File: config.mk
export PLATFORM = sky130hd
export DESIGN_NAME = sha256_message_digest
export DESIGN_NICKNAME = d
export VERILOG_FILES = /design/src/hw/rtl/sha_pkg.sv /design/src/hw/rtl/sha_round.sv /design/src/hw/rtl/sha256_message_digest.sv
export VERILOG_INCLUDE_DIRS = /design/src /design/src/hw/rtl
export SDC_FILE = /design/constraint.sdc
export NUM_CORES = 2
export LEC_CHECK = 0
export BUFFER_PORTS_ARGS = -buffer_cell sky130_fd_sc_hd__buf_4
export CAP_MARGIN = 0
export CORE_ASPECT_RATIO = 0.7
export CORE_MARGIN = 4
export CORE_UTILIZATION = 55
export DETAILED_ROUTE_END_ITERATION = 12
export PLACE_DENSITY_LB_ADDON = 0.2
export SLEW_MARGIN = 25
export SYNTH_ARGS = -nofsm -noshare
export SYNTH_HDL_FRONTEND = slang
export SYNTH_SLANG_ARGS = --single-unit
File: constraint.sdc
create_clock -name aclk -period 18.25 [get_ports aclk]
set_clock_uncertainty 0.1 [all_clocks]
set_input_delay 0 -clock aclk [delete_from_list [all_inputs] [get_ports aclk]]
set_output_delay 0 -clock aclk [all_outputs]
set_load 0.1 [all_outputs]
File: src/hw/rtl/sha256_message_digest_defines.svh
// Assertion macros for the SHA-256 digest block
`ifndef SHA256_MESSAGE_DIGEST_DEFINES_SVH
`define SHA256_MESSAGE_DIGEST_DEFINES_SVH
`ifndef SYNTHESIS
`define SHA_ASSERT_IMP(label, clk, rstn, ante, cons) \
    label: assert property (@(posedge clk) disable iff (!rstn) (ante) |-> (cons)) \
        else $error("sha256 check failed");
`define SHA_ASSERT_NXT(label, clk, rstn, ante, cons) \
    label: assert property (@(posedge clk) disable iff (!rstn) (ante) |=> (cons)) \
        else $error("sha256 check failed");
`else
`define SHA_ASSERT_IMP(label, clk, rstn, ante, cons)
`define SHA_ASSERT_NXT(label, clk, rstn, ante, cons)
`endif
`endif

File: src/hw/rtl/sha_pkg.sv
package sha_pkg;

    typedef struct packed {
        logic [7:0] data_byte;
        logic       has_data;
        logic       last;
    } sha_in_t;

    typedef struct packed {
        logic [31:0] digest_word;
        logic [2:0]  word_index;
        logic        error;
        logic        last_word;
    } sha_out_t;

    localparam logic [7:0] CHAR_ZERO = 8'h30;
    localparam logic [7:0] CHAR_ONE  = 8'h31;
    localparam logic [8:0] PAD_FILL  = 9'd448;

    function automatic logic [31:0] init_h(input logic [2:0] i);
        logic [31:0] r;
        case (i)
            3'd0: r = 32'h6a09e667;
            3'd1: r = 32'hbb67ae85;
            3'd2: r = 32'h3c6ef372;
            3'd3: r = 32'ha54ff53a;
            3'd4: r = 32'h510e527f;
            3'd5: r = 32'h9b05688c;
            3'd6: r = 32'h1f83d9ab;
            default: r = 32'h5be0cd19;
        endcase
        return r;
    endfunction

    localparam logic [31:0] ROUND_K [64] = '{
        32'h428a2f98, 32'h71374491, 32'hb5c0fbcf, 32'he9b5dba5,
        32'h3956c25b, 32'h59f111f1, 32'h923f82a4, 32'hab1c5ed5,
        32'hd807aa98, 32'h12835b01, 32'h243185be, 32'h550c7dc3,
        32'h72be5d74, 32'h80deb1fe, 32'h9bdc06a7, 32'hc19bf174,
        32'he49b69c1, 32'hefbe4786, 32'h0fc19dc6, 32'h240ca1cc,
        32'h2de92c6f, 32'h4a7484aa, 32'h5cb0a9dc, 32'h76f988da,
        32'h983e5152, 32'ha831c66d, 32'hb00327c8, 32'hbf597fc7,
        32'hc6e00bf3, 32'hd5a79147, 32'h06ca6351, 32'h14292967,
        32'h27b70a85, 32'h2e1b2138, 32'h4d2c6dfc, 32'h53380d13,
        32'h650a7354, 32'h766a0abb, 32'h81c2c92e, 32'h92722c85,
        32'ha2bfe8a1, 32'ha81a664b, 32'hc24b8b70, 32'hc76c51a3,
        32'hd192e819, 32'hd6990624, 32'hf40e3585, 32'h106aa070,
        32'h19a4c116, 32'h1e376c08, 32'h2748774c, 32'h34b0bcb5,
        32'h391c0cb3, 32'h4ed8aa4a, 32'h5b9cca4f, 32'h682e6ff3,
        32'h748f82ee, 32'h78a5636f, 32'h84c87814, 32'h8cc70208,
        32'h90befffa, 32'ha4506ceb, 32'hbef9a3f7, 32'hc67178f2
    };

endpackage

File: src/hw/rtl/sha_round.sv
// One SHA-256 round plus message schedule step, reused for all 64 rounds
module sha_round
    import sha_pkg::*;
(
    input  logic [255:0] v_in,
    input  logic [31:0]  w_t,
    input  logic [31:0]  k_t,
    input  logic [31:0]  w1,
    input  logic [31:0]  w9,
    input  logic [31:0]  w14,
    input  logic [31:0]  w0,
    output logic [255:0] v_out,
    output logic [31:0]  w_new
);
    logic [31:0] a, b, c, d, e, f, g, h, t1, t2, s0, s1;

    always_comb begin
        {a, b, c, d, e, f, g, h} = v_in;
        t1 = h + ({e[5:0], e[31:6]} ^ {e[10:0], e[31:11]} ^ {e[24:0], e[31:25]})
           + ((e & f) ^ (~e & g)) + k_t + w_t;
        t2 = ({a[1:0], a[31:2]} ^ {a[12:0], a[31:13]} ^ {a[21:0], a[31:22]})
           + ((a & b) ^ (a & c) ^ (b & c));
        v_out = {t1 + t2, a, b, c, d + t1, e, f, g};
        s0 = {w1[6:0], w1[31:7]} ^ {w1[17:0], w1[31:18]} ^ {3'b000, w1[31:3]};
        s1 = {w14[16:0], w14[31:17]} ^ {w14[18:0], w14[31:19]} ^ {10'd0, w14[31:10]};
        w_new = w0 + s0 + w9 + s1;
    end
endmodule

File: src/hw/rtl/sha256_message_digest.sv
// A byte-mode data word is accepted and then inserted bit by bit, MSB first; a bit-mode word inserts one bit.
// A word whose bit fills the 512-bit block then runs the rounds (ST_ROUND) and the add-back (ST_ADD).
// A last word then inserts the padding one, the zeros and the 64-bit length, compressing each block that fills,
// then outputs 8 digest words at one per cycle while m_ready is high, and ST_OUT reinitializes the hash.
// Throughput: one word at a time; s_ready is low while the sequencer runs or a result waits.
// Reset (aresetn low, synchronous): initial hash, empty block, zero length, mode 0.
`include "sha256_message_digest_defines.svh"
module sha256_message_digest
    import sha_pkg::*;
(
    input  logic     aclk,
    input  logic     aresetn,
    input  logic     cfg_wr_en,
    input  logic     cfg_wr_data,
    input  logic     s_valid,
    output logic     s_ready,
    input  sha_in_t  s_data,
    output logic     m_valid,
    input  logic     m_ready,
    output sha_out_t m_data
);
    typedef enum logic [6:0] {
        ST_IDLE  = 7'b0000001,
        ST_BITS  = 7'b0000010,
        ST_ROUND = 7'b0000100,
        ST_ADD   = 7'b0001000,
        ST_PAD   = 7'b0010000,
        ST_OUT   = 7'b0100000,
        ST_ERR   = 7'b1000000
    } state_t;

    // pad phases
    typedef enum logic [1:0] {PH_DATA, PH_ONE, PH_ZERO, PH_LEN} phase_t;

    state_t        state_reg;
    phase_t        phase_reg;
    logic          mode_reg;
    logic          aborted_reg;
    logic          last_reg;
    logic [7:0]    byte_reg;
    logic [2:0]    bcnt_reg;
    logic [5:0]    lcnt_reg;
    logic [8:0]    fill_reg;
    logic [63:0]   len_reg;
    logic [31:0]   hash_reg [8];
    logic [255:0]  v_reg;
    logic [31:0]   w_reg [16];
    logic [5:0]    rnd_reg;
    logic [2:0]    oidx_reg;
    logic          m_valid_reg;
    sha_out_t      m_data_reg;
    // word finished / length finished when the block filled
    logic          done_byte_reg;
    logic          done_len_reg;

    logic [255:0]  v_next;
    logic [31:0]   w_next;
    logic          cur_bit;
    logic [3:0]    widx;
    logic [4:0]    bidx;
    logic          accept;
    logic          load_out;

    assign s_ready  = (state_reg == ST_IDLE) && !m_valid_reg;
    assign accept   = s_valid && s_ready;
    assign m_valid  = m_valid_reg;
    assign m_data   = m_data_reg;
    assign widx     = fill_reg[8:5];
    assign bidx     = 5'd31 - fill_reg[4:0];
    assign load_out = (state_reg == ST_PAD || state_reg == ST_ERR) &&
                      (!m_valid_reg || m_ready);

    sha_round u_round (
        .v_in(v_reg), .w_t(w_reg[0]), .k_t(ROUND_K[rnd_reg]),
        .w1(w_reg[1]), .w9(w_reg[9]), .w14(w_reg[14]), .w0(w_reg[0]),
        .v_out(v_next), .w_new(w_next)
    );

    // bit source for the insert port
    always_comb begin
        case (phase_reg)
            PH_DATA: cur_bit = byte_reg[bcnt_reg];
            PH_ONE:  cur_bit = 1'b1;
            PH_ZERO: cur_bit = 1'b0;
            default: cur_bit = len_reg[lcnt_reg];
        endcase
    end

    // block store, one bit written per cycle while in ST_BITS, shifted during rounds
    always_ff @(posedge aclk) begin
        if (state_reg == ST_BITS) begin
            w_reg[widx][bidx] <= cur_bit;
        end else if (state_reg == ST_ROUND) begin
            for (int i = 0; i < 15; i++) w_reg[i] <= w_reg[i + 1];
            w_reg[15] <= w_next;
        end
    end

    always_ff @(posedge aclk) begin
        if (!aresetn) begin
            state_reg   <= ST_IDLE;
            phase_reg   <= PH_DATA;
            mode_reg    <= 1'b0;
            aborted_reg <= 1'b0;
            last_reg    <= 1'b0;
            fill_reg    <= '0;
            len_reg     <= '0;
            m_valid_reg <= 1'b0;
            rnd_reg     <= '0;
            oidx_reg    <= '0;
            bcnt_reg    <= '0;
            lcnt_reg    <= '0;
            for (int i = 0; i < 8; i++) hash_reg[i] <= init_h(3'(i));
        end else begin
            if (cfg_wr_en) mode_reg <= cfg_wr_data;
            if (m_valid_reg && m_ready && !load_out) m_valid_reg <= 1'b0;
            case (state_reg)
                ST_IDLE: begin
                    if (accept) begin
                        byte_reg  <= s_data.data_byte;
                        last_reg  <= s_data.last;
                        phase_reg <= PH_DATA;
                        if (aborted_reg) begin
                            if (s_data.last) begin
                                aborted_reg <= 1'b0;
                                fill_reg    <= '0;
                                len_reg     <= '0;
                                for (int i = 0; i < 8; i++) hash_reg[i] <= init_h(3'(i));
                            end
                        end else if (s_data.has_data) begin
                            if (!mode_reg) begin
                                bcnt_reg  <= 3'd7;
                                len_reg   <= len_reg + 64'd8;
                                state_reg <= ST_BITS;
                            end else if (s_data.data_byte == CHAR_ZERO ||
                                         s_data.data_byte == CHAR_ONE) begin
                                bcnt_reg  <= 3'd0;
                                len_reg   <= len_reg + 64'd1;
                                state_reg <= ST_BITS;
                            end else begin
                                state_reg <= ST_ERR;
                            end
                        end else if (s_data.last) begin
                            phase_reg <= PH_ONE;
                            state_reg <= ST_BITS;
                        end
                    end
                end
                ST_BITS: begin
                    fill_reg      <= fill_reg + 9'd1;
                    done_byte_reg <= (phase_reg == PH_DATA && bcnt_reg == 3'd0 && !last_reg);
                    done_len_reg  <= (phase_reg == PH_LEN && lcnt_reg == 6'd0);
                    // advance the bit source
                    case (phase_reg)
                        PH_DATA: begin
                            if (bcnt_reg != 3'd0) bcnt_reg <= bcnt_reg - 3'd1;
                            else if (last_reg) phase_reg <= PH_ONE;
                            else phase_reg <= PH_DATA;
                        end
                        PH_ONE: phase_reg <= (fill_reg + 9'd1 == PAD_FILL) ? PH_LEN : PH_ZERO;
                        PH_ZERO: if (fill_reg + 9'd1 == PAD_FILL) phase_reg <= PH_LEN;
                        default: lcnt_reg <= lcnt_reg - 6'd1;
                    endcase
                    if (phase_reg == PH_ONE || (phase_reg == PH_ZERO &&
                        fill_reg + 9'd1 == PAD_FILL)) lcnt_reg <= 6'd63;
                    if (fill_reg == 9'd511) begin
                        state_reg <= ST_ROUND;
                        rnd_reg   <= '0;
                        v_reg     <= {hash_reg[0], hash_reg[1], hash_reg[2], hash_reg[3],
                                      hash_reg[4], hash_reg[5], hash_reg[6], hash_reg[7]};
                    end else if (phase_reg == PH_DATA && bcnt_reg == 3'd0 && !last_reg) begin
                        state_reg <= ST_IDLE;
                    end
                end
                ST_ROUND: begin
                    v_reg   <= v_next;
                    rnd_reg <= rnd_reg + 6'd1;
                    if (rnd_reg == 6'd63) state_reg <= ST_ADD;
                end
                ST_ADD: begin
                    for (int i = 0; i < 8; i++)
                        hash_reg[i] <= hash_reg[i] + v_reg[255 - 32*i -: 32];
                    fill_reg <= '0;
                    // length finished means the digest is ready
                    if (done_len_reg) begin
                        state_reg <= ST_PAD;
                        oidx_reg  <= '0;
                    end else if (done_byte_reg) begin
                        state_reg <= ST_IDLE;
                    end else begin
                        state_reg <= ST_BITS;
                    end
                end
                ST_PAD: begin
                    if (load_out) begin
                        m_valid_reg            <= 1'b1;
                        m_data_reg.digest_word <= hash_reg[oidx_reg];
                        m_data_reg.word_index  <= oidx_reg;
                        m_data_reg.error       <= 1'b0;
                        m_data_reg.last_word   <= (oidx_reg == 3'd7);
                        oidx_reg <= oidx_reg + 3'd1;
                        if (oidx_reg == 3'd7) state_reg <= ST_OUT;
                    end
                end
                ST_OUT: begin
                    fill_reg  <= '0;
                    len_reg   <= '0;
                    phase_reg <= PH_DATA;
                    for (int i = 0; i < 8; i++) hash_reg[i] <= init_h(3'(i));
                    state_reg <= ST_IDLE;
                end
                ST_ERR: begin
                    if (load_out) begin
                        m_valid_reg <= 1'b1;
                        m_data_reg  <= '{digest_word: '0, word_index: '0,
                                         error: 1'b1, last_word: 1'b1};
                        if (last_reg) begin
                            fill_reg <= '0;
                            len_reg  <= '0;
                            for (int i = 0; i < 8; i++) hash_reg[i] <= init_h(3'(i));
                        end else begin
                            aborted_reg <= 1'b1;
                        end
                        state_reg <= ST_IDLE;
                    end
                end
                default: state_reg <= ST_IDLE;
            endcase
        end
    end

    `SHA_ASSERT_IMP(a_ready_idle, aclk, aresetn, s_ready, state_reg == ST_IDLE)
    `SHA_ASSERT_NXT(a_round_cnt, aclk, aresetn, state_reg == ST_ROUND && rnd_reg != 6'd63,
                    state_reg == ST_ROUND)
    `SHA_ASSERT_IMP(a_err_last, aclk, aresetn, m_valid_reg && m_data_reg.error,
                    m_data_reg.last_word)
endmodule
==> metrics.txt <==
drt first pass iters 6; pre-CTS setup slack ~8500 ps; # fillers around 12,000; Final Hold Viols 0; Worst path most repeated cell o21ai_0; Synth Flop Type edfxtp_1; CTS Buffer Depth 3; Pwr Total approximately 7000 uW; Final nets about 8,400; max incr delay on CP 880 ps; Setup Total Neg Slack 0 ps; Final Max Tran Viols 0; Power Dens Cells roughly 83 mW/mm2; most frequent cells in the layout nand2_1 (1,041), edfxtp_1 (1,039), o21ai_0 (853), a21o_1 (707), inv_1 (433); initial core utilization 0.555; CP required 18,640 ps; Slew HR 0.196; final setup fails 0; P_leak 0.0346 uW; Core Box Area ~0.14 mm2; root buffer cell clkbuf_16; RSZ-0062 raised after global routing no; Area Overhead vs Synth 7.54%; die area ~0.15 mm2; Reg power frac 0.456; Syn Nets 8,683; most common cell after layout, fill and taps aside nand2_1; max frequency between 90 and 100 MHz; clock slew at reported path FFs approximately 70 ps; buffer and inverter count on the worst path 4; layout cells sized above 1 0.0648; first-pass GRT wire length 388,000 um; post-synthesis register bit count ~1,200; vias in the first global route 58,516; FF-to-FF End v_reg[255]; post-DR wirelength/cell ~27 um; Residual DRC 0; family with the most delay on the worst path compound AO/OA/AOI/OAI gates; critical path depth 31; Core Rows between 100 and 150; combinational share of power 0.178; synthesized area 0.0796 mm2; share of the yosys chip area belonging to registers 0.427; Worst path slowest cell ha_1; synthesized netlist cell count between 8,000 and 9,000; total CTS buffers roughly 120; # Max-Cap Violations 0; Mapped Avg Cell Area 9.88 um2; dpl hpwl 189,000 um; WL final 261,000 um; DR iter-0 viols around 8,900; switching pwr roughly 1800 uW; post-route ant nets 0; Critical path origin rnd_reg[1]; crit path DAT 10,560 ps; PortBufs 54; Die X-Extent 463 um; routed vias about 63,000; Setup Crit Path Kind reg -> reg; via/cell ratio 6.46; crit share post-route 0.557; gr usage total 0.338; I/O Pins 55; reg-to-reg slack, setup roughly 8000 ps; crit end category register; Tightest Pin Transition between 1000 and 1500 ps; clk_lat worst skew 800 ps; CP Capture Point v_reg[255]; worst r2r src rnd_reg[1]; Reg2Reg Depth 31; Post-synth EDFFs 1,039; CP startpoint kind register; clock group share of total power 0.366; GP Congestion 0.996; CTS tree done; minimum clock period just over 10,000 ps; Async SR Flop Fraction 0; Warnings, synthesis 0; Remaining Overflow, GRT 0; switch share 0.260; initial antenna violation count 11; Die H approximately 330 um; outcome completed; HP Class in -> reg; Yosys cell types 82; Worst IR Drop VDD around 0.14 mV; H-tree levels 3; worst setup margin between 8000 and 9000 ps; TritonCTS Sinks 1,178; Crit Path Max Fanout 18; largest net degree at the start of global routing about 210; post_cts resized 0; max reg flops roughly 510; total internal power 5240 uW
[cell type report]
| class | count | area [um2] | area share |
|---|---|---|---|
| clock buffer | 155 | 3190 | 0.0373 |
| tap | 1888 | 2360 | 0.0276 |
| inverter | 441 | 1660 | 0.0194 |
| timing repair buffer | 184 | 1520 | 0.0178 |
| clock inverter | 62 | 771 | 0.00901 |
| sequential | 1178 | 34000 | 0.397 |
| multi-input combinational | 5895 | 42100 | 0.492 |
| antenna | 2 | 5.00 | 0.0000585 |
[power by group through the flow]
stage / logic, uW / registers (uW) / clock network (uW)
detailed placement: 1250 / 3290 / 0
finish: 1260 / 3230 / 2590
global placement: 1210 / 3290 / 0
floorplan: 976 / 3300 / 0
CTS: 1270 / 3230 / 2610
global route: 1410 / 3240 / 2720
[synthesized netlist by cell type (195+ instances only)]
library cell,n,area share
nor2_1,419,0.020
a21o_1,707,0.067
a21oi_1,393,0.025
edfxtp_1,1039,0.39
nand2_1,1052,0.050
fa_1,195,0.049
o21ai_0,854,0.054
ha_1,416,0.065
xor2_1,235,0.026
inv_1,438,0.021
xnor2_1,383,0.042
clkbuf_1,500,0.024
[timing repair]
item,4_1_cts,5_1_grt
setup endpoints to repair,0,0
buffers inserted,0,0
hold buffers,31,0
hold endpoints to repair,73,0
[metal layers]
layer  global-route usage  wire [um]
met1                0.553     121000
met2                0.431      99500
met5                    0         47
met3                0.106      35700
met4               0.0611       4810
[how the worst min path moves through the flow]
stage | from | endpoint | depth (start not counted)
after CTS | aresetn | fill_reg[2] | 4
after detailed placement | s_data[2] | byte_reg[0] | 1
final | aresetn | state_reg[5] | 4
after floorplan | s_data[2] | byte_reg[0] | 0
after global placement | s_data[2] | byte_reg[0] | 1
after global routing | aresetn | state_reg[5] | 4
[per-stage QoR]
stage               cells  utilization  hold slack, ps  instance area, um2
finish               9805        0.597            83.4               85600
global route         9804        0.597            76.8               85600
CTS                  9802        0.597            24.5               85500
detailed placement   9554        0.567            79.3               81200
global placement     9553        0.567            79.7               81200
floorplan            8056            -           -1.13               79600
[cells by family (layout without fill, tap and decap cells)]
family	after synthesis	in the layout	share of synthesized area
AO/OA/AOI/OAI	2411	2411	0.191
flip-flops	1178	1178	0.427
buffers and inverters	983	842	0.0464
other	0	2	0
AND/OR/NAND/NOR	2066	2066	0.114
adder cells (fa/ha/maj)	632	632	0.117
multiplexers	168	168	0.0364
XOR/XNOR	618	618	0.0680
[tightest hold or removal path, stage by stage]
cell and delay, ps:
dlygate4sd3_1 530, buf_4 220, nand2_1 120, nor2_1 40
No activity file was read; power rests on OpenSTA's default activity.
